`config.mk`:
```
export PLATFORM = sky130hd
export DESIGN_NAME = sjis_queue
export DESIGN_NICKNAME = d
export VERILOG_FILES = /design/src/sv/sjis_pkg.sv /design/src/sv/sjis_queue.sv
export SDC_FILE = /design/constraint.sdc
export NUM_CORES = 1
export LEC_CHECK = 0
export BUFFER_PORTS_ARGS = -buffer_cell sky130_fd_sc_hd__clkbuf_2
export CAP_MARGIN = 20
export CORE_MARGIN = 8
export CORE_UTILIZATION = 51
export CTS_CLUSTER_SIZE = 16
export DETAILED_ROUTE_END_ITERATION = 6
export GPL_TIMING_DRIVEN = 0
export PLACE_DENSITY_LB_ADDON = 0.08
export SYNTH_ARGS = -nofsm -noshare
export SYNTH_HDL_FRONTEND = slang
export SYNTH_SLANG_ARGS = --single-unit
export TNS_END_PERCENT = 100
```
`constraint.sdc`:
```
create_clock -name clk_i -period 2.9 [get_ports clk_i]
set_input_delay 0.29 -clock clk_i [delete_from_list [all_inputs] [get_ports clk_i]]
set_output_delay 0.29 -clock clk_i [all_outputs]
set_load 0.005 [all_outputs]
```
`src/sv/sjis_pkg.sv`:
```
package sjis_pkg;

  localparam int MaxBlocks  = 128;
  localparam int BlkAw      = (MaxBlocks > 1) ? $clog2(MaxBlocks) : 1;
  localparam int BlkCw      = $clog2(MaxBlocks + 1);
  localparam int QueueDepth = 4;
  localparam int QueueAw    = $clog2(QueueDepth);

  localparam logic [7:0] ColumnsReset = 8'd9;
  localparam logic [7:0] RowsReset    = 8'd10;
  localparam logic [7:0] LineFeed     = 8'h0A;
  localparam logic [19:0] BaseOffset  = 20'd18;

  localparam logic [1:0] RegBlockCount = 2'd0;
  localparam logic [1:0] RegColumns    = 2'd1;
  localparam logic [1:0] RegRows       = 2'd2;

  typedef enum logic [1:0] {
    FUNC_TEXT  = 2'd0,
    FUNC_BLOCK = 2'd1,
    FUNC_START = 2'd2,
    FUNC_NONE  = 2'd3
  } func_e;

  typedef enum logic [1:0] {
    JOB_PASS,
    JOB_WRITE,
    JOB_LOOKUP
  } job_e;

  typedef enum logic [1:0] {
    B_IDLE,
    B_SCAN,
    B_ADDR
  } back_state_e;

  typedef struct packed {
    func_e       func;
    logic [7:0]  text_byte;
    logic [6:0]  block_index;
    logic [15:0] block_first;
    logic [15:0] block_last;
  } in_item_t;

  typedef struct packed {
    logic        draw;
    logic [15:0] glyph_code;
    logic [19:0] glyph_address;
    logic [7:0]  column;
    logic [7:0]  row;
    logic        finished;
    logic [12:0] text_height;
  } out_item_t;

  // cursor state after the item
  typedef struct packed {
    logic [7:0]  column;
    logic [7:0]  row;
    logic        finished;
    logic [12:0] text_height;
  } status_t;

  typedef struct packed {
    job_e        op;
    logic [15:0] code;       // lookup code, or first code of a table write
    logic [15:0] code_last;
    logic [6:0]  index;
    logic [7:0]  draw_col;
    logic [7:0]  draw_row;
    status_t     status;
  } job_t;

  // partial half-width to full-width map, zero where unmapped
  function automatic logic [15:0] half_to_full(input logic [7:0] b);
    logic [15:0] r;
    r = '0;
    if (b inside {[8'h30:8'h39]}) begin
      r = 16'h824F + 16'(b - 8'h30);
    end else if (b inside {[8'h41:8'h5A]}) begin
      r = 16'h8260 + 16'(b - 8'h41);
    end else if (b inside {[8'h61:8'h7A]}) begin
      r = 16'h8281 + 16'(b - 8'h61);
    end else if (b inside {[8'hB1:8'hB5]}) begin
      r = 16'h8302 + (16'(b - 8'hB1) << 1);
    end else if (b inside {[8'hB6:8'hC1]}) begin
      r = 16'h834A + (16'(b - 8'hB6) << 1);
    end else if (b inside {[8'hC2:8'hC4]}) begin
      r = 16'h8363 + (16'(b - 8'hC2) << 1);
    end else if (b inside {[8'hC5:8'hC9]}) begin
      r = 16'h8369 + 16'(b - 8'hC5);
    end else if (b inside {[8'hCA:8'hCE]}) begin
      r = 16'h836E + 16'(b - 8'hCA) * 16'd3;
    end else if (b inside {[8'hCF:8'hD3]}) begin
      r = 16'h837D + 16'(b - 8'hCF);
    end
    return r;
  endfunction

endpackage

```
`src/sv/sjis_queue.sv`:
```
module sjis_queue (
  input  logic           clk_i,
  input  logic           rst_ni,
  input  logic           push_i,
  input  sjis_pkg::job_t job_i,
  output logic           full_o,
  input  logic           pop_i,
  output logic           empty_o,
  output sjis_pkg::job_t job_o
);
  import sjis_pkg::*;

  job_t               mem_q [QueueDepth];
  logic [QueueAw-1:0] wr_ptr_q, rd_ptr_q;
  logic [QueueAw:0]   count_q;

  assign full_o  = (count_q == (QueueAw + 1)'(QueueDepth));
  assign empty_o = (count_q == '0);
  assign job_o   = mem_q[rd_ptr_q];

  always_ff @(posedge clk_i) begin
    if (push_i) begin
      mem_q[wr_ptr_q] <= job_i;
    end
  end

  always_ff @(posedge clk_i or negedge rst_ni) begin
    if (!rst_ni) begin
      wr_ptr_q <= '0;
      rd_ptr_q <= '0;
      count_q  <= '0;
    end else begin
      if (push_i) begin
        wr_ptr_q <= wr_ptr_q + 1'b1;
      end
      if (pop_i) begin
        rd_ptr_q <= rd_ptr_q + 1'b1;
      end
      case ({push_i, pop_i})
        2'b10:   count_q <= count_q + 1'b1;
        2'b01:   count_q <= count_q - 1'b1;
        default: count_q <= count_q;
      endcase
    end
  end

endmodule

```
==> results.yml <==
critical_path:
  endpoint_kind: "output pin"
  arrival_ps: 2180
  critical_path_class: "register to output pin"
  cp-startpoint: "rd_ptr_q[1]$_DFFE_PN0P_"
  start_kind: "register"
  path_max_fanout: 10
  cp.required_ps: 2610
  regToRegSetupSlack_ps: 900
  r2r-start: "wr_ptr_q[0]$_DFFE_PN0P_"
timing:
  fin_setup_tns_ps: 0
  rsz0062_at_grt: "no"
  timing.final.max_slew_violations: 0
  slew_headroom: 0.506
  hold_viol_final: 0
  fin_skew_ps: 9.23
  fmax_mhz: 405
  fin_crit_sh: 0.851
  max_slew.worst_pin.slew_ps: 740
  setup_viol: 0
  fin_crit_ps: 2470
global_route:
  grt.met2_usage: 0.280
  gr-usage-met1: 0.199
  grt.total_usage: 0.161
  busiest_layer: "met2"
  grt_pass1_vias: 6729
  antenna_found_initial: 0
  met3_usage: 0.0406
  grt_max_degree: 52
  grt_pass1_wl_mm: 37.9
  grt-ovfl-total: 0
clock_tree:
  cts_buffers: 37
  clk_latency_ps: 500
  cts-root-buf: "clkbuf_16"
  postCtsSetupBuffers: 0
  clkTransAtPathRegs_ps: 60
  htreeDepth: 2
  cts_max_path_buffers: 3
  cts_tree: "yes"
  cts.sinks: 355
yosys:
  ys_ff_latch: 355
  synth_cells: 492
  yosysTopAreaCell: "edfxtp_1"
  syn_nets: 589
  syn_area_um2: 12900
  ys_seq_area_frac: 0.821
  synth_edf_count: 348
  ys_warn_count: 0
  synthArstFlopShare: 0.0197
  synth_ff_type: "edfxtp_1"
  synthDistinctLibCells: 20
  synthTopCellsByArea: "edfxtp_1 (81%), mux4_2 (15%), dfrtp_1 (1.4%)"
  yosysMostFrequentCell: "edfxtp_1"
  netlist_top_cells_count: "edfxtp_1 (348), mux4_2 (87), buf_2 (7), dfrtp_1 (7), inv_1 (6)"
  syn_area_per_cell_um2: 26.3
  yosysTopAreaCellShare: 0.808
power:
  power_density_nw_per_um2: 987
  netSwitchingPower_mw: 4.20
  p_leak_nw: 5.61
  p_comb_frac: 0.276
  pwr-share-clk: 0.286
  p_sw_frac: 0.266
  internal_power_mw: 11.6
  vdd_drop_max_mv: 0.752
  pwr-share-seq: 0.437
  finalPower_mw: 15.8
die:
  die_h_um: 175
  ios: 180
  rows: 58
  coreArea_um2: 25000
  die_area_um2: 30700
  die_w_um: 175
  start_util: 0.517
route:
  ant_nets: 0
  vias: 5979
  dr.pass1.iters: 4
  vias_per_cell: 5.36
  drt-total-wl_mm: 24.6
  drt_iter0_drc: 408
  route.detailed.drc: 0
  detail_route.wl_per_cell_um: 22.0
final_layout:
  diodes: 0
  n_fill_cell: 1735
  final_nets: 860
  drive_above_1_share: 0.429
  final_cells: 1115
  syn_to_final_growth_pct: 23.8
  fin_util: 0.640
placed_design:
  io_buffer_count: 179
  gp_congestion: 0.674
  dpl.cell_count: 1005
  dpl.hpwl_mm: 15.4
flow_run:
  maxCapViolCount: 0
run_status:
  status: "finished clean"
min_path:
  hold_path_class: "primary input to register"
  min_from: "job_i[51]"
worst max-delay path: stages (launching register included):
cell      delay, ps
dfrtp_1         310
buf_2           200
buf_2           330
buf_2           340
mux4_2          360
clkbuf_2        130
path summary, 6_finish.rpt:
check	end	cells after the start
min	mem_q[0][51]$_DFFE_PP_	1
max in group asynchronous	count_q[2]$_DFFE_PN0P_	2
max reg2reg	mem_q[2][55]$_DFFE_PP_	4
min reg2reg	count_q[2]$_DFFE_PN0P_	1
max	job_o[68]	5
min in group asynchronous	wr_ptr_q[0]$_DFFE_PN0P_	2
timing repair:
action	4_1_cts	5_1_grt
hold buffers	48	1
gates resized for setup	0	0
endpoints found under the hold margin	183	4
per-stage QoR:
step	worst slack, ps	hold slack [ps]	area, µm²
floorplan	762	-5.59	12900
global placement	-72.9	132	14300
detailed placement	880	147	14400
CTS	370	0.426	16000
global route	308	2.85	16000
finish	432	17.8	16000
placed cells by master (no fill, tap or decap):
cell type | netlist | layout
buf_6 | 1 | 1
mux4_2 | 87 | 87
clkinv_1 | 0 | 10
buf_2 | 7 | 7
dfrtp_1 | 7 | 7
buf_12 | 1 | 1
nand2_1 | 3 | 3
clkbuf_16 | 0 | 37
buf_8 | 1 | 1
xnor2_1 | 2 | 2
buf_4 | 5 | 5
nor3_1 | 1 | 1
and2_4 | 0 | 4
clkinv_2 | 0 | 6
o21ai_0 | 2 | 2
inv_1 | 6 | 6
bufinv_16 | 0 | 5
xor2_1 | 4 | 4
edfxtp_1 | 348 | 348
and3_1 | 1 | 1
dlygate4sd3_1 | 0 | 49
nor2_1 | 1 | 1
clkbuf_1 | 5 | 8
ha_1 | 5 | 5
fa_1 | 1 | 1
clkbuf_2 | 0 | 179
buf_16 | 0 | 4
flip-flops by register name (all words and copies together), names as in the netlist:
signal and count:
count_q 3, mem_q 348, rd_ptr_q 2, wr_ptr_q 2
cells by family after synthesis:
logic type / count (synthesis) / synth area share
flip-flops: 355 / 0.821
multiplexers: 87 / 0.151
buffers and inverters: 26 / 0.0124
AND/OR/NAND/NOR: 10 / 0.00396
XOR/XNOR: 6 / 0.00406
adder cells (fa/ha/maj): 6 / 0.00638
AO/OA/AOI/OAI: 2 / 0.000774
routing by layer:
| layer | up-vias | wire (µm) |
|---|---|---|
| met5 | - | 0 |
| met4 | 0 | 455 |
| met3 | 33 | 1410 |
| met2 | 160 | 12900 |
| li1 | 2654 | - |
| met1 | 3132 | 9820 |
layout make-up:
class | count | area (µm²) | area share
Clock buffer | 40 | 937 | 0.0585
Multi-Input combinational cell | 111 | 2170 | 0.135
Inverter | 6 | 22.5 | 0.00141
Buffer | 20 | 138 | 0.00859
Sequential cell | 355 | 10600 | 0.663
Clock inverter | 21 | 218 | 0.0136
Tap cell | 330 | 413 | 0.0258
Timing Repair Buffer | 232 | 1500 | 0.0934
power groups by stage:
stage                     combinational (mW)  clock [mW]  sequential (mW)
after detailed placement                4.48           0             7.03
after CTS                               4.54        4.63             6.93
final                                   4.37        4.52             6.91
after floorplan                         2.63           0             6.97
after global routing                    4.78        4.82             6.99
after global placement                  4.33           0             7.03
(Power assumes the default switching activity.)
