<file path="config.mk">
export PLATFORM = sky130hd
export DESIGN_NAME = sjis_front
export DESIGN_NICKNAME = d
export VERILOG_FILES = /design/src/sv/sjis_pkg.sv /design/src/sv/sjis_front.sv
export SDC_FILE = /design/constraint.sdc
export NUM_CORES = 1
export LEC_CHECK = 0
export BUFFER_PORTS_ARGS = -buffer_cell sky130_fd_sc_hd__clkbuf_2
export CAP_MARGIN = 15
export CORE_UTILIZATION = 35
export CTS_BUF_LIST = sky130_fd_sc_hd__clkbuf_4 sky130_fd_sc_hd__clkbuf_8
export CTS_CLUSTER_DIAMETER = 50
export DETAILED_ROUTE_END_ITERATION = 7
export GPL_TIMING_DRIVEN = 0
export PLACE_DENSITY = 0.66
export SYNTH_ARGS = -nofsm -noshare
export SYNTH_HDL_FRONTEND = slang
export SYNTH_SLANG_ARGS = --single-unit
</file>
<file path="constraint.sdc">
create_clock -name clk_i -period 6.7 [get_ports clk_i]
set_input_delay 0.335 -clock clk_i [delete_from_list [all_inputs] [get_ports clk_i]]
set_output_delay 0.335 -clock clk_i [all_outputs]
set_load 0.05 [all_outputs]
</file>
<file path="src/sv/sjis_pkg.sv">
package sjis_pkg;

  localparam int MaxBlocks  = 128;
  localparam int BlkAw      = (MaxBlocks > 1) ? $clog2(MaxBlocks) : 1;
  localparam int BlkCw      = $clog2(MaxBlocks + 1);
  localparam int QueueDepth = 4;
  localparam int QueueAw    = $clog2(QueueDepth);

  localparam logic [7:0] ColumnsReset = 8'd9;
  localparam logic [7:0] RowsReset    = 8'd10;
  localparam logic [7:0] LineFeed     = 8'h0A;
  localparam logic [19:0] BaseOffset  = 20'd18;

  localparam logic [1:0] RegBlockCount = 2'd0;
  localparam logic [1:0] RegColumns    = 2'd1;
  localparam logic [1:0] RegRows       = 2'd2;

  typedef enum logic [1:0] {
    FUNC_TEXT  = 2'd0,
    FUNC_BLOCK = 2'd1,
    FUNC_START = 2'd2,
    FUNC_NONE  = 2'd3
  } func_e;

  typedef enum logic [1:0] {
    JOB_PASS,
    JOB_WRITE,
    JOB_LOOKUP
  } job_e;

  typedef enum logic [1:0] {
    B_IDLE,
    B_SCAN,
    B_ADDR
  } back_state_e;

  typedef struct packed {
    func_e       func;
    logic [7:0]  text_byte;
    logic [6:0]  block_index;
    logic [15:0] block_first;
    logic [15:0] block_last;
  } in_item_t;

  typedef struct packed {
    logic        draw;
    logic [15:0] glyph_code;
    logic [19:0] glyph_address;
    logic [7:0]  column;
    logic [7:0]  row;
    logic        finished;
    logic [12:0] text_height;
  } out_item_t;

  // cursor state after the item
  typedef struct packed {
    logic [7:0]  column;
    logic [7:0]  row;
    logic        finished;
    logic [12:0] text_height;
  } status_t;

  typedef struct packed {
    job_e        op;
    logic [15:0] code;       // lookup code, or first code of a table write
    logic [15:0] code_last;
    logic [6:0]  index;
    logic [7:0]  draw_col;
    logic [7:0]  draw_row;
    status_t     status;
  } job_t;

  // partial half-width to full-width map, zero where unmapped
  function automatic logic [15:0] half_to_full(input logic [7:0] b);
    logic [15:0] r;
    r = '0;
    if (b inside {[8'h30:8'h39]}) begin
      r = 16'h824F + 16'(b - 8'h30);
    end else if (b inside {[8'h41:8'h5A]}) begin
      r = 16'h8260 + 16'(b - 8'h41);
    end else if (b inside {[8'h61:8'h7A]}) begin
      r = 16'h8281 + 16'(b - 8'h61);
    end else if (b inside {[8'hB1:8'hB5]}) begin
      r = 16'h8302 + (16'(b - 8'hB1) << 1);
    end else if (b inside {[8'hB6:8'hC1]}) begin
      r = 16'h834A + (16'(b - 8'hB6) << 1);
    end else if (b inside {[8'hC2:8'hC4]}) begin
      r = 16'h8363 + (16'(b - 8'hC2) << 1);
    end else if (b inside {[8'hC5:8'hC9]}) begin
      r = 16'h8369 + 16'(b - 8'hC5);
    end else if (b inside {[8'hCA:8'hCE]}) begin
      r = 16'h836E + 16'(b - 8'hCA) * 16'd3;
    end else if (b inside {[8'hCF:8'hD3]}) begin
      r = 16'h837D + 16'(b - 8'hCF);
    end
    return r;
  endfunction

endpackage

</file>
<file path="src/sv/sjis_front.sv">
module sjis_front (
  input  logic              clk_i,
  input  logic              rst_ni,
  input  logic              in_valid_i,
  output logic              in_stall_o,
  input  sjis_pkg::in_item_t in_data_i,
  input  logic [7:0]        columns_i,
  input  logic [7:0]        rows_i,
  input  logic              full_i,
  output logic              push_o,
  output sjis_pkg::job_t    job_o
);
  import sjis_pkg::*;

  logic       lead_waiting_q, lead_waiting_d;
  logic [7:0] lead_value_q, lead_value_d;
  logic [7:0] col_q, col_d;
  logic [7:0] row_q, row_d;
  logic       stopped_q, stopped_d;

  logic [7:0]  b;
  logic [15:0] c;
  logic        adv;
  logic        chk;

  assign in_stall_o = full_i;
  assign push_o     = in_valid_i && !full_i;
  assign b          = in_data_i.text_byte;

  always_comb begin
    lead_waiting_d = lead_waiting_q;
    lead_value_d   = lead_value_q;
    col_d          = col_q;
    row_d          = row_q;
    stopped_d      = stopped_q;
    c              = '0;
    adv            = 1'b0;
    chk            = 1'b1;

    job_o           = '0;
    job_o.op        = JOB_PASS;
    job_o.code      = in_data_i.block_first;
    job_o.code_last = in_data_i.block_last;
    job_o.index     = in_data_i.block_index;
    job_o.draw_col  = col_q;
    job_o.draw_row  = row_q;

    case (in_data_i.func)
      FUNC_BLOCK: begin
        job_o.op = JOB_WRITE;
      end
      FUNC_START: begin
        lead_waiting_d = 1'b0;
        lead_value_d   = '0;
        col_d          = '0;
        row_d          = '0;
        stopped_d      = 1'b0;
      end
      FUNC_TEXT: begin
        if (!stopped_q) begin
          if (lead_waiting_q) begin
            c              = {lead_value_q, b};
            lead_waiting_d = 1'b0;
            adv            = 1'b1;
          end else if (b inside {[8'h20:8'h7E], [8'hA1:8'hDF]}) begin
            c   = half_to_full(b);
            adv = 1'b1;
          end else if (b inside {[8'h81:8'h9F], [8'hE0:8'hFC]}) begin
            lead_waiting_d = 1'b1;
            lead_value_d   = b;
            chk            = 1'b0;
          end else if (b == LineFeed) begin
            col_d = '0;
            row_d = row_q + 8'd1;
          end
          if (adv) begin
            col_d = col_d + 8'd1;
            if (c != '0) begin
              job_o.op   = JOB_LOOKUP;
              job_o.code = c;
            end
          end
          if (chk) begin
            if (col_d >= columns_i) begin
              col_d = '0;
              row_d = row_d + 8'd1;
            end
            stopped_d = (row_d >= rows_i);
          end
        end
      end
      default: begin
      end
    endcase

    job_o.status.column      = col_d;
    job_o.status.row         = row_d;
    job_o.status.finished    = stopped_d;
    job_o.status.text_height = {9'({1'b0, row_d} + 9'd1), 4'b0000};
  end

  always_ff @(posedge clk_i or negedge rst_ni) begin
    if (!rst_ni) begin
      lead_waiting_q <= 1'b0;
      lead_value_q   <= '0;
      col_q          <= '0;
      row_q          <= '0;
      stopped_q      <= 1'b0;
    end else if (push_o) begin
      lead_waiting_q <= lead_waiting_d;
      lead_value_q   <= lead_value_d;
      col_q          <= col_d;
      row_q          <= row_d;
      stopped_q      <= stopped_d;
    end
  end

endmodule

</file>
==> flow_metrics.tcl, run 1 <==
set metrics [dict create \
    outcome "finished clean" \
    grt_pass1_vias 8815 \
    dp.cells 1546 \
    ys_seq_elements 26 \
    drive_above_1_share 0.218 \
    num_rows 54 \
    synth_xor_area_frac 0.0972 \
    final_cell_count_no_fill 1565 \
    firstDrtPassIters 6 \
    synth-simple-area-share 0.265 \
    syn_inst 1133 \
    numCtsBuffers 3 \
    wirelength_mm 33.5 \
    async_flop_share 1.00 \
    critPathCaptureType "output pin" \
    holdBufCountCts 0 \
    finalCritPeriodShare 0.968 \
    grt_max_degree 27 \
    worstPathMaxFanout 19 \
    clockBufferDepth 2 \
    insertion_delay_ns 0.30 \
    synthAdderAreaFrac 0.0825 \
    start_util 0.358 \
    cellLeakagePower_nw 4.02 \
    synth.mux.area_fraction 0.0229 \
    timing.fmax_ghz 0.154 \
    worstSetupStartpointType "input port" \
    pwr_density_cell_nw_per_um2 137 \
    ant_nets 0 \
    hp-class "input port to async pin" \
    n_antenna_cell 0 \
    initialDrtViolationCount 1129 \
    synth_area_per_cell_um2 6.91 \
    ys_seq_area_frac 0.0831 \
    synth_area_um2 7830 \
    synth_top_flop_cell "dfrtp_1" \
    cp.required_ns 6.36 \
    nets 1406 \
    grt-ovfl-total 0 \
    relSlewSlack 0.411 \
    fin_worst_skew_ns 0.00226 \
    gp_congestion 1.01 \
    cts.sinks 26 \
    antenna_found_initial 0 \
    port_buffers 129 \
    synth-compound-area-share 0.352 \
    finalMaxSlewViolations 0 \
    drv_cap 0 \
    crit_type "input port to output pin" \
    dieArea_um2 23000 \
    layout_commonest_cell "clkbuf_2" \
    fp.coreArea_um2 21900 \
    drc 0 \
    layout_common_cells "clkbuf_2, nand2_1, nor2_1" \
    root_buffer "clkbuf_8" \
    hold_violations 0 \
    finalSetupViolCount 0 \
    grt_pass1_wl_mm 50.4 \
    syn_to_final_growth_pct 20.8 \
    drt-vias-per-instance 6.27 \
    die-width_um 152 \
    holdWs_ns 0.0777 \
    grt_use_total 0.287 \
    htreeDepth 1 \
    die_h_um 152 \
    fin_crit_ns 6.48 \
    dp_hpwl_mm 25.9 \
    pre_cts_ws_ns -1.48 \
    io_pins 158 \
    crit_arrival_ns 6.15 \
    ys_warn_count 0 \
    vdd_drop_max_mv 0.0658 \
    finalWorstSetupSlack_ns 0.216 \
    worst-slew-pin-transition_ns 0.880 \
    fin_setup_tns_ns 0 \
    dr_total_vias 9819 \
    synth.distinct_cells 94 \
    synth_top_family_by_area "compound AO/OA/AOI/OAI gates" \
    cts_tree "yes" \
    avgRoutedWirePerCell_um 21.4 \
    path_clk_slew_ns 0.10 \
    synth-edff-count 0 \
]
-- Yosys cell counts (24+ instances only) --
cell type / n / area share
nand2_1: 91 / 0.044
nor2_1: 81 / 0.039
o21ai_0: 68 / 0.043
xnor2_1: 65 / 0.073
a21oi_1: 62 / 0.040
inv_1: 55 / 0.026
ha_1: 50 / 0.080
clkbuf_1: 48 / 0.023
nand3_1: 44 / 0.028
buf_4: 30 / 0.029
dfrtp_1: 26 / 0.083
a21o_1: 25 / 0.024
nand4_1: 24 / 0.019
-- worst max-delay path, stage by stage --
cell	delay, ns
clkbuf_2	0.23
buf_6	0.22
buf_4	0.22
buf_4	0.26
inv_1	0.16
ha_1	0.23
buf_2	0.20
inv_1	0.17
a21oi_2	0.10
xnor2_1	0.26
ha_1	0.29
ha_1	0.41
nor2b_1	0.18
a221o_1	0.33
nor3_1	0.29
a211o_1	0.29
a311oi_1	0.17
a2111oi_2	0.56
o2111ai_2	0.25
and4b_1	0.28
clkbuf_4	0.20
nand4_1	0.11
o2111ai_1	0.15
clkbuf_8	0.23
-- routing by layer --
layer  GRT usage  vias to the layer above  wire length [um]
met5           0                        -                 0
met1       0.382                     4546             14000
met3      0.0323                      137              3070
met2       0.449                      635             14400
met4       0.161                        0              2010
li1            -                     4501                 -
-- cells by family (layout without fill, tap and decap cells) --
| logic type | Yosys count | after routing |
|---|---|---|
| AO/OA/AOI/OAI | 395 | 395 |
| AND/OR/NAND/NOR | 394 | 394 |
| buffers and inverters | 163 | 312 |
| XOR/XNOR | 86 | 86 |
| adder cells (fa/ha/maj) | 51 | 51 |
| flip-flops | 26 | 26 |
| multiplexers | 17 | 17 |
| other | 1 | 4 |
-- flip-flops by register name (all words and copies together), names as in the netlist --
signal          flops
stopped_q           1
col_q               8
lead_value_q        8
lead_waiting_q      1
row_q               8
-- path summary, 6_finish.rpt --
path / cells after the start / end / start / slack [ns]
worst max register to register: 26 / stopped_q$_DFFE_PN0P_ / lead_waiting_q$_DFFE_PN0P_ / 1.60
worst min-delay path: 1 / col_q[7]$_DFFE_PN0P_ / rst_ni / 0.08
worst min register to register: 1 / lead_value_q[1]$_DFFE_PN0P_ / lead_value_q[1]$_DFFE_PN0P_ / 0.54
min in group clk_i: 1 / lead_value_q[1]$_DFFE_PN0P_ / lead_value_q[1]$_DFFE_PN0P_ / 0.54
max in group asynchronous: 1 / row_q[6]$_DFFE_PN0P_ / rst_ni / 6.15
worst max-delay path: 24 / job_o[73] / in_data_i[41] / 0.22
-- repair_timing --
action	4_1_cts	5_1_grt
setup endpoints to repair	38	21
setup buffers	15	5
pin swaps	7	13
endpoints found under the hold margin	0	0
resized for setup	57	35
-- layout make-up --
class                   instances  area, um2
fillers                      2317      12400
multi-input cells             947       6710
repair buffers                151        842
flip-flops and latches         26        651
plain buffers                  99        592
well taps                     280        350
inverters                      58        236
clock buffers                   3       41.3
clock inverters                 1       30.0
-- report_power, final --
part	leakage [nW]	switching (mW)	internal, mW
registers	0.345	0.0138	0.170
logic	3.64	0.637	0.335
clock network	0.0357	0.0605	0.0804
total	4.02	0.711	0.585
-- stage by stage --
step | area, um2 | power, mW | utilization
6_report | 9450 | 1.30 | 0.432
3_5_place_dp | 8910 | 1.09 | 0.407
2_1_floorplan | 7920 | 0.851 | -
5_1_grt | 9450 | 1.37 | 0.432
3_3_place_gp | 8910 | 1.07 | 0.407
4_1_cts | 9330 | 1.26 | 0.426
Power figures use the tool's default switching activity.
==> run 2, diff against run 1 <==
--- a/config.mk
+++ b/config.mk
@@ -6,4 +6,5 @@
 export NUM_CORES = 1
 export LEC_CHECK = 0
+export ABC_AREA = 1
 export BUFFER_PORTS_ARGS = -buffer_cell sky130_fd_sc_hd__clkbuf_2
 export CAP_MARGIN = 15
@@ -13,5 +14,5 @@
 export DETAILED_ROUTE_END_ITERATION = 7
 export GPL_TIMING_DRIVEN = 0
-export PLACE_DENSITY = 0.66
+export PLACE_DENSITY = 0.67
 export SYNTH_ARGS = -nofsm -noshare
 export SYNTH_HDL_FRONTEND = slang
==> constraint.sdc (replaced) <==
create_clock -name clk_i -period 6.7 [get_ports clk_i]
set_input_delay 0.67 -clock clk_i [delete_from_list [all_inputs] [get_ports clk_i]]
set_output_delay 0.67 -clock clk_i [all_outputs]
set_load 0.05 [all_outputs]
==> run 2 against run 1 <==
Compared with the run above:
- cell area shrank 10%
- sequential share of layout area grew 0.77 points
- fmax grew 3.0%
- clock power is essentially flat
- die area shrank 8.1%
- synthesized cell count grew 14%
- combinational power grew 14%
- routed wire length shrank 26%
- worst hold slack gained 0.34 ns
- setup slack gained 0.19 ns
- critical path depth grew 16
- critical endpoint is now job_o[13]
- largest cell class unchanged
- largest power group unchanged
==> flow_metrics.tcl, run 2 <==
set metrics [dict create \
    outcome "finished clean" \
    path_clk_slew_ns 0.10 \
    fp.coreArea_um2 20200 \
    io_pins 158 \
    htreeDepth 1 \
    cp.depth 40 \
    layout_common_cells "nand2_1, inv_1, clkbuf_2" \
    dp.cells 1697 \
    firstDrtPassIters 7 \
    r2r-start "lead_waiting_q$_DFFE_PN0P_" \
    relSlewSlack 0.523 \
    worstPathMaxFanout 8 \
    final_cell_count_no_fill 1716 \
    combPwrFrac 0.767 \
    rsz0062_at_grt "true" \
    cts.sinks 26 \
    initialDrtViolationCount 723 \
    ys_warn_count 0 \
    yosys.cell_count.top_type "nand2_1" \
    power_switching_mw 0.868 \
    hp-class "input port to async pin" \
    crit_arrival_ns 5.62 \
    drv_cap 0 \
    insertion_delay_ns 0.28 \
    critPathCaptureType "output pin" \
    synth-edff-count 0 \
    yosysTopAreaCellShare 0.232 \
    rr_worst_depth 32 \
    reg_top3 "col_q: 8 flops, lead_value_q: 8 flops, row_q: 8 flops" \
    synth_top_flop_cell "dfrtp_1" \
    final_cell_area_um2 8500 \
    crit_buf_inv 10 \
    cellLeakagePower_nw 4.87 \
    finalSetupViolCount 0 \
    port_buffers 127 \
    grt_pass1_vias 7988 \
    r2r_setup_slack_ns 2.43 \
    antenna_found_initial 0 \
    dp_hpwl_mm 20.0 \
    die_h_um 145 \
    die-width_um 145 \
    root_buffer "clkbuf_8" \
    start_util 0.356 \
    grt_max_degree 27 \
    vdd_drop_max_mv 0.197 \
    worst-slew-pin-transition_ns 0.715 \
    gp_congestion 0.994 \
    async_flop_share 1.00 \
    power_frac_seq 0.138 \
    fin_worst_skew_ns 0.00481 \
    synth.top_cells.by_count "nand2_1, inv_1, nand3_1" \
    grt_pass1_wl_mm 40.0 \
    drc 0 \
    rr_endpoint "stopped_q$_DFFE_PN0P_" \
    hold_violations 0 \
    synth_area_um2 7180 \
    critPathSlowestCell "ha_1" \
    drive_above_1_share 0.198 \
    num_rows 52 \
    dieArea_um2 21100 \
    synth_top_area_cell "nand2_1" \
    finalMaxSlewViolations 0 \
    crit_family "simple AND/OR/NAND/NOR gates" \
    critical-path-max-stage-delay_ns 0.29 \
    n_antenna_cell 0 \
    dr_total_vias 8668 \
    syn_inst 1297 \
    cp.required_ns 6.03 \
    drt-vias-per-instance 5.05 \
    synth_top_cells_by_area "nand2_1, dfrtp_1, ha_1" \
    ant_nets 0 \
    avgRoutedWirePerCell_um 14.4 \
    synth.distinct_cells 57 \
    clockBufferDepth 2 \
    intPower_mw 0.577 \
    crit_type "input port to output pin" \
    startpoint "in_data_i[39]" \
    p_clk_frac 0.096 \
    grt_use_total 0.230 \
    cts_tree "yes" \
    worstSetupStartpointType "input port" \
    finalCritPeriodShare 0.939 \
    pwr_density_cell_nw_per_um2 170 \
    wirelength_mm 24.8 \
    holdBufCountCts 0 \
    power_switching_share 0.600 \
    grt-ovfl-total 0 \
    nets 1567 \
    placed_cell_area_um2 8170 \
    synth_area_per_cell_um2 5.54 \
    numCtsBuffers 3 \
    timing.fmax_ghz 0.159 \
    fin_crit_ns 6.29 \
    layout_commonest_cell "nand2_1" \
    ys_seq_elements 26 \
    ys_seq_area_frac 0.0906 \
    syn_to_final_growth_pct 18.4 \
    timing.critical_path.mode_cell "nand2_1" \
    crit_end "job_o[13]" \
]
-- run 2: cell type report --
cell class | count | area [um2]
flip-flops and latches | 26 | 651
clock buffers | 3 | 41.3
well taps | 270 | 338
plain buffers | 64 | 467
repair buffers | 143 | 777
inverters | 177 | 683
fillers | 2248 | 11700
multi-input cells | 1032 | 5520
clock inverters | 1 | 30.0
-- run 2: power by group through the flow --
stage          clock (mW)  combinational (mW)  sequential, mW
2_1_floorplan           0               0.782           0.252
5_1_grt             0.149                1.22           0.202
3_3_place_gp            0                1.07           0.201
4_1_cts             0.142                1.09           0.199
6_report            0.138                1.11           0.199
3_5_place_dp            0                1.08           0.202
-- run 2: worst min path at each step --
| stage | start | end | slack [ns] | cells after the start |
|---|---|---|---|---|
| after detailed placement | lead_value_q[0]$_DFFE_PN0P_ | lead_value_q[0]$_DFFE_PN0P_ | 0.50 | 2 |
| after floorplan | rst_ni | col_q[0]$_DFFE_PN0P_ | 0.37 | 0 |
| after global routing | rst_ni | row_q[3]$_DFFE_PN0P_ | 0.46 | 1 |
| after CTS | rst_ni | row_q[6]$_DFFE_PN0P_ | 0.45 | 1 |
| after global placement | lead_value_q[0]$_DFFE_PN0P_ | lead_value_q[0]$_DFFE_PN0P_ | 0.49 | 2 |
| final | rst_ni | lead_value_q[7]$_DFFE_PN0P_ | 0.42 | 1 |
-- run 2: per-stage QoR --
step	TNS [ns]	power (mW)	util	hold WS (ns)	setup slack, ns
after floorplan	0	1.03	-	0.374	0.434
after CTS	0	1.43	0.410	0.446	0.107
after detailed placement	-0.378	1.28	0.405	0.501	-0.378
final	0	1.45	0.422	0.418	0.406
after global routing	-0.0179	1.57	0.422	0.457	-0.0158
after global placement	-0.330	1.27	0.405	0.493	-0.330
-- run 2: kinds of logic after synthesis --
family,synth area share
other,0.000522
adders and majority gates,0.0899
buffers and inverters,0.155
xor gates and xnor gates,0.0707
and+or+nand+nor,0.446
DFF,0.0906
AOI/OAI and AO/OA,0.147
-- run 2: repair_timing --
| item | CTS | global route |
|---|---|---|
| endpoints found under the setup margin | 3 | 13 |
| setup buffers | 3 | 13 |
| gates resized for setup | 6 | 38 |
| pin swaps | 0 | 4 |
-- run 2: metal layers --
metal  track usage  vias to the layer above  share of wire
met5             0                        -              0
met3        0.0142                       41          0.067
met2         0.399                      366           0.46
li1              -                     4410              -
met1         0.309                     3851           0.45
met4        0.0595                        0          0.022
==> run 3, diff against run 2 <==
Settings changed: CORE_UTILIZATION 35 to 55, PLACE_DENSITY 0.67 to 0.9.
Clock period 6.7 ns to 5.8 ns, I/O delays scaled along.
==> run 3 against run 2 <==
Compared with the run above:
- clock power grew 13%
- global-route usage grew 14 points
- cell area grew 5.6%
- total power grew 22%
- utilization grew 29 points
- sequential power grew 16%
- die area shrank 36%
- final cell count shrank 3.8%
- register-to-register slack lost 0.97 ns
- routed wire length grew 2.7%
- largest cell class unchanged
- largest power group unchanged
==> flow_metrics.tcl, run 3 (same netlist as run 2, synthesis figures left out) <==
set metrics [dict create \
    n_antenna_cell 0 \
    intPower_mw 0.715 \
    layout_commonest_cell "nand2_1" \
    antenna_found_initial 0 \
    wl_met2_mm 11.5 \
    vdd_drop_max_mv 0.248 \
    num_rows 41 \
    wl_met1_mm 10.4 \
    dieArea_um2 13500 \
    hp-class "input port to async pin" \
    grt_pass1_wl_mm 39.1 \
    drive_above_1_share 0.251 \
    fin_setup_tns_ns 0 \
    pwr_density_cell_nw_per_um2 196 \
    numCtsBuffers 3 \
    hold_violations 0 \
    final_util 0.708 \
    cellLeakagePower_nw 5.08 \
    insertion_delay_ns 0.28 \
    combPwrFrac 0.780 \
    cp.required_ns 5.22 \
    drt-vias-per-instance 5.61 \
    clockBufferDepth 2 \
    timing.critical_path.mode_cell "nand2_1" \
    drc 0 \
    finalSetupViolCount 0 \
    dp_hpwl_mm 19.6 \
    grt_pass1_vias 8082 \
    crit_arrival_ns 5.01 \
    critPathSlowestCell "ha_1" \
    fin_worst_skew_ns 0.0151 \
    cts_tree "yes" \
    power_switching_share 0.594 \
    critPathCaptureType "output pin" \
    port_buffers 127 \
    nets 1599 \
    die_h_um 116 \
    ant_nets 0 \
    finalPower_mw 1.76 \
    p_clk_frac 0.089 \
    firstDrtPassIters 6 \
    timing.fmax_ghz 0.179 \
    die-width_um 116 \
    wl_met3_mm 2.73 \
    relSlewSlack 0.439 \
    grt_use_total 0.368 \
    dr_total_vias 9250 \
    syn_to_final_growth_pct 25.0 \
    crit_type "input port to output pin" \
    grt_max_degree 27 \
    gp_congestion 0.985 \
    fp.coreArea_um2 12700 \
    power_frac_seq 0.131 \
    finalCritPeriodShare 0.964 \
    wirelength_mm 25.5 \
    outcome "finished clean" \
    highest_layer "met4" \
    reg_top3 "col_q: 8 flops, lead_value_q: 8 flops, row_q: 8 flops" \
    drv_cap 0 \
    critical-path-max-stage-delay_ns 0.28 \
    grt-ovfl-total 0 \
    root_buffer "clkbuf_8" \
    path_clk_slew_ns 0.11 \
    worstSetupStartpointType "input port" \
    rsz0062_at_grt "true" \
    cts.sinks 26 \
    io_pins 158 \
    worst-slew-pin-transition_ns 0.833 \
    placed_cell_area_um2 8070 \
    worstPathMaxFanout 6 \
    holdBufCountCts 0 \
    start_util 0.567 \
    layout_common_cells "nand2_1, inv_1, clkbuf_2" \
    fin_crit_ns 5.59 \
    initialDrtViolationCount 964 \
    power_switching_mw 1.05 \
    finalMaxSlewViolations 0 \
    avgRoutedWirePerCell_um 15.4 \
    htreeDepth 1 \
    final_cell_area_um2 8980 \
]
run 3: power groups by stage:
stage | Clock [mW] | Combinational [mW] | Sequential (mW)
6_report | 0.156 | 1.38 | 0.231
5_1_grt | 0.167 | 1.50 | 0.233
4_1_cts | 0.155 | 1.28 | 0.229
3_5_place_dp | 0 | 1.24 | 0.232
3_3_place_gp | 0 | 1.22 | 0.231
2_1_floorplan | 0 | 0.907 | 0.291
run 3: final timing paths:
| kind | start | to | slack [ns] | cells after the start |
|---|---|---|---|---|
| max in group asynchronous | rst_ni | lead_value_q[0]$_DFFE_PN0P_ | 4.98 | 1 |
| max reg2reg | lead_waiting_q$_DFFE_PN0P_ | stopped_q$_DFFE_PN0P_ | 1.46 | 32 |
| max | in_data_i[39] | job_o[13] | 0.21 | 37 |
| min reg2reg | lead_value_q[7]$_DFFE_PN0P_ | lead_value_q[7]$_DFFE_PN0P_ | 0.52 | 2 |
| min in group clk_i | lead_value_q[7]$_DFFE_PN0P_ | lead_value_q[7]$_DFFE_PN0P_ | 0.52 | 2 |
| min | rst_ni | row_q[6]$_DFFE_PN0P_ | 0.33 | 1 |
run 3: repair_timing:
item	CTS	global route
buffers inserted	21	30
gates cloned	0	0
gates resized for setup	59	86
endpoints found under the setup margin	41	22
pin swaps	11	35
run 3: through the flow:
step	setup slack (ns)	cells	hold slack [ns]
floorplan	0.145	1300	0.284
global placement	-0.914	1599	0.488
detailed placement	-1.00	1599	0.499
CTS	0.00144	1623	0.347
global route	-0.0988	1650	0.367
finish	0.206	1650	0.332
run 3: final cells by class:
type / count / area [um2]
Sequential cell: 26 / 651
Inverter: 177 / 697
Clock buffer: 3 / 41.3
Clock inverter: 1 / 30.0
Fill cell: 1101 / 3690
Timing Repair Buffer: 178 / 1090
Multi-Input combinational cell: 1032 / 5790
Tap cell: 172 / 215
Buffer: 61 / 465
run 3: critical path, delay by kind of cell:
kind	cells	cell delay, ns
AOI/OAI and AO/OA	8	0.94
buffers and inverters	7	0.65
and+or+nand+nor	17	1.73
adders and majority gates	4	0.85
xor gates and xnor gates	1	0.26
run 3: metal layers:
layer | GRT usage | up-vias
met3 | 0.0664 | 89
met5 | 0 | -
met1 | 0.482 | 4117
met2 | 0.607 | 573
li1 | - | 4471
met4 | 0.120 | 0
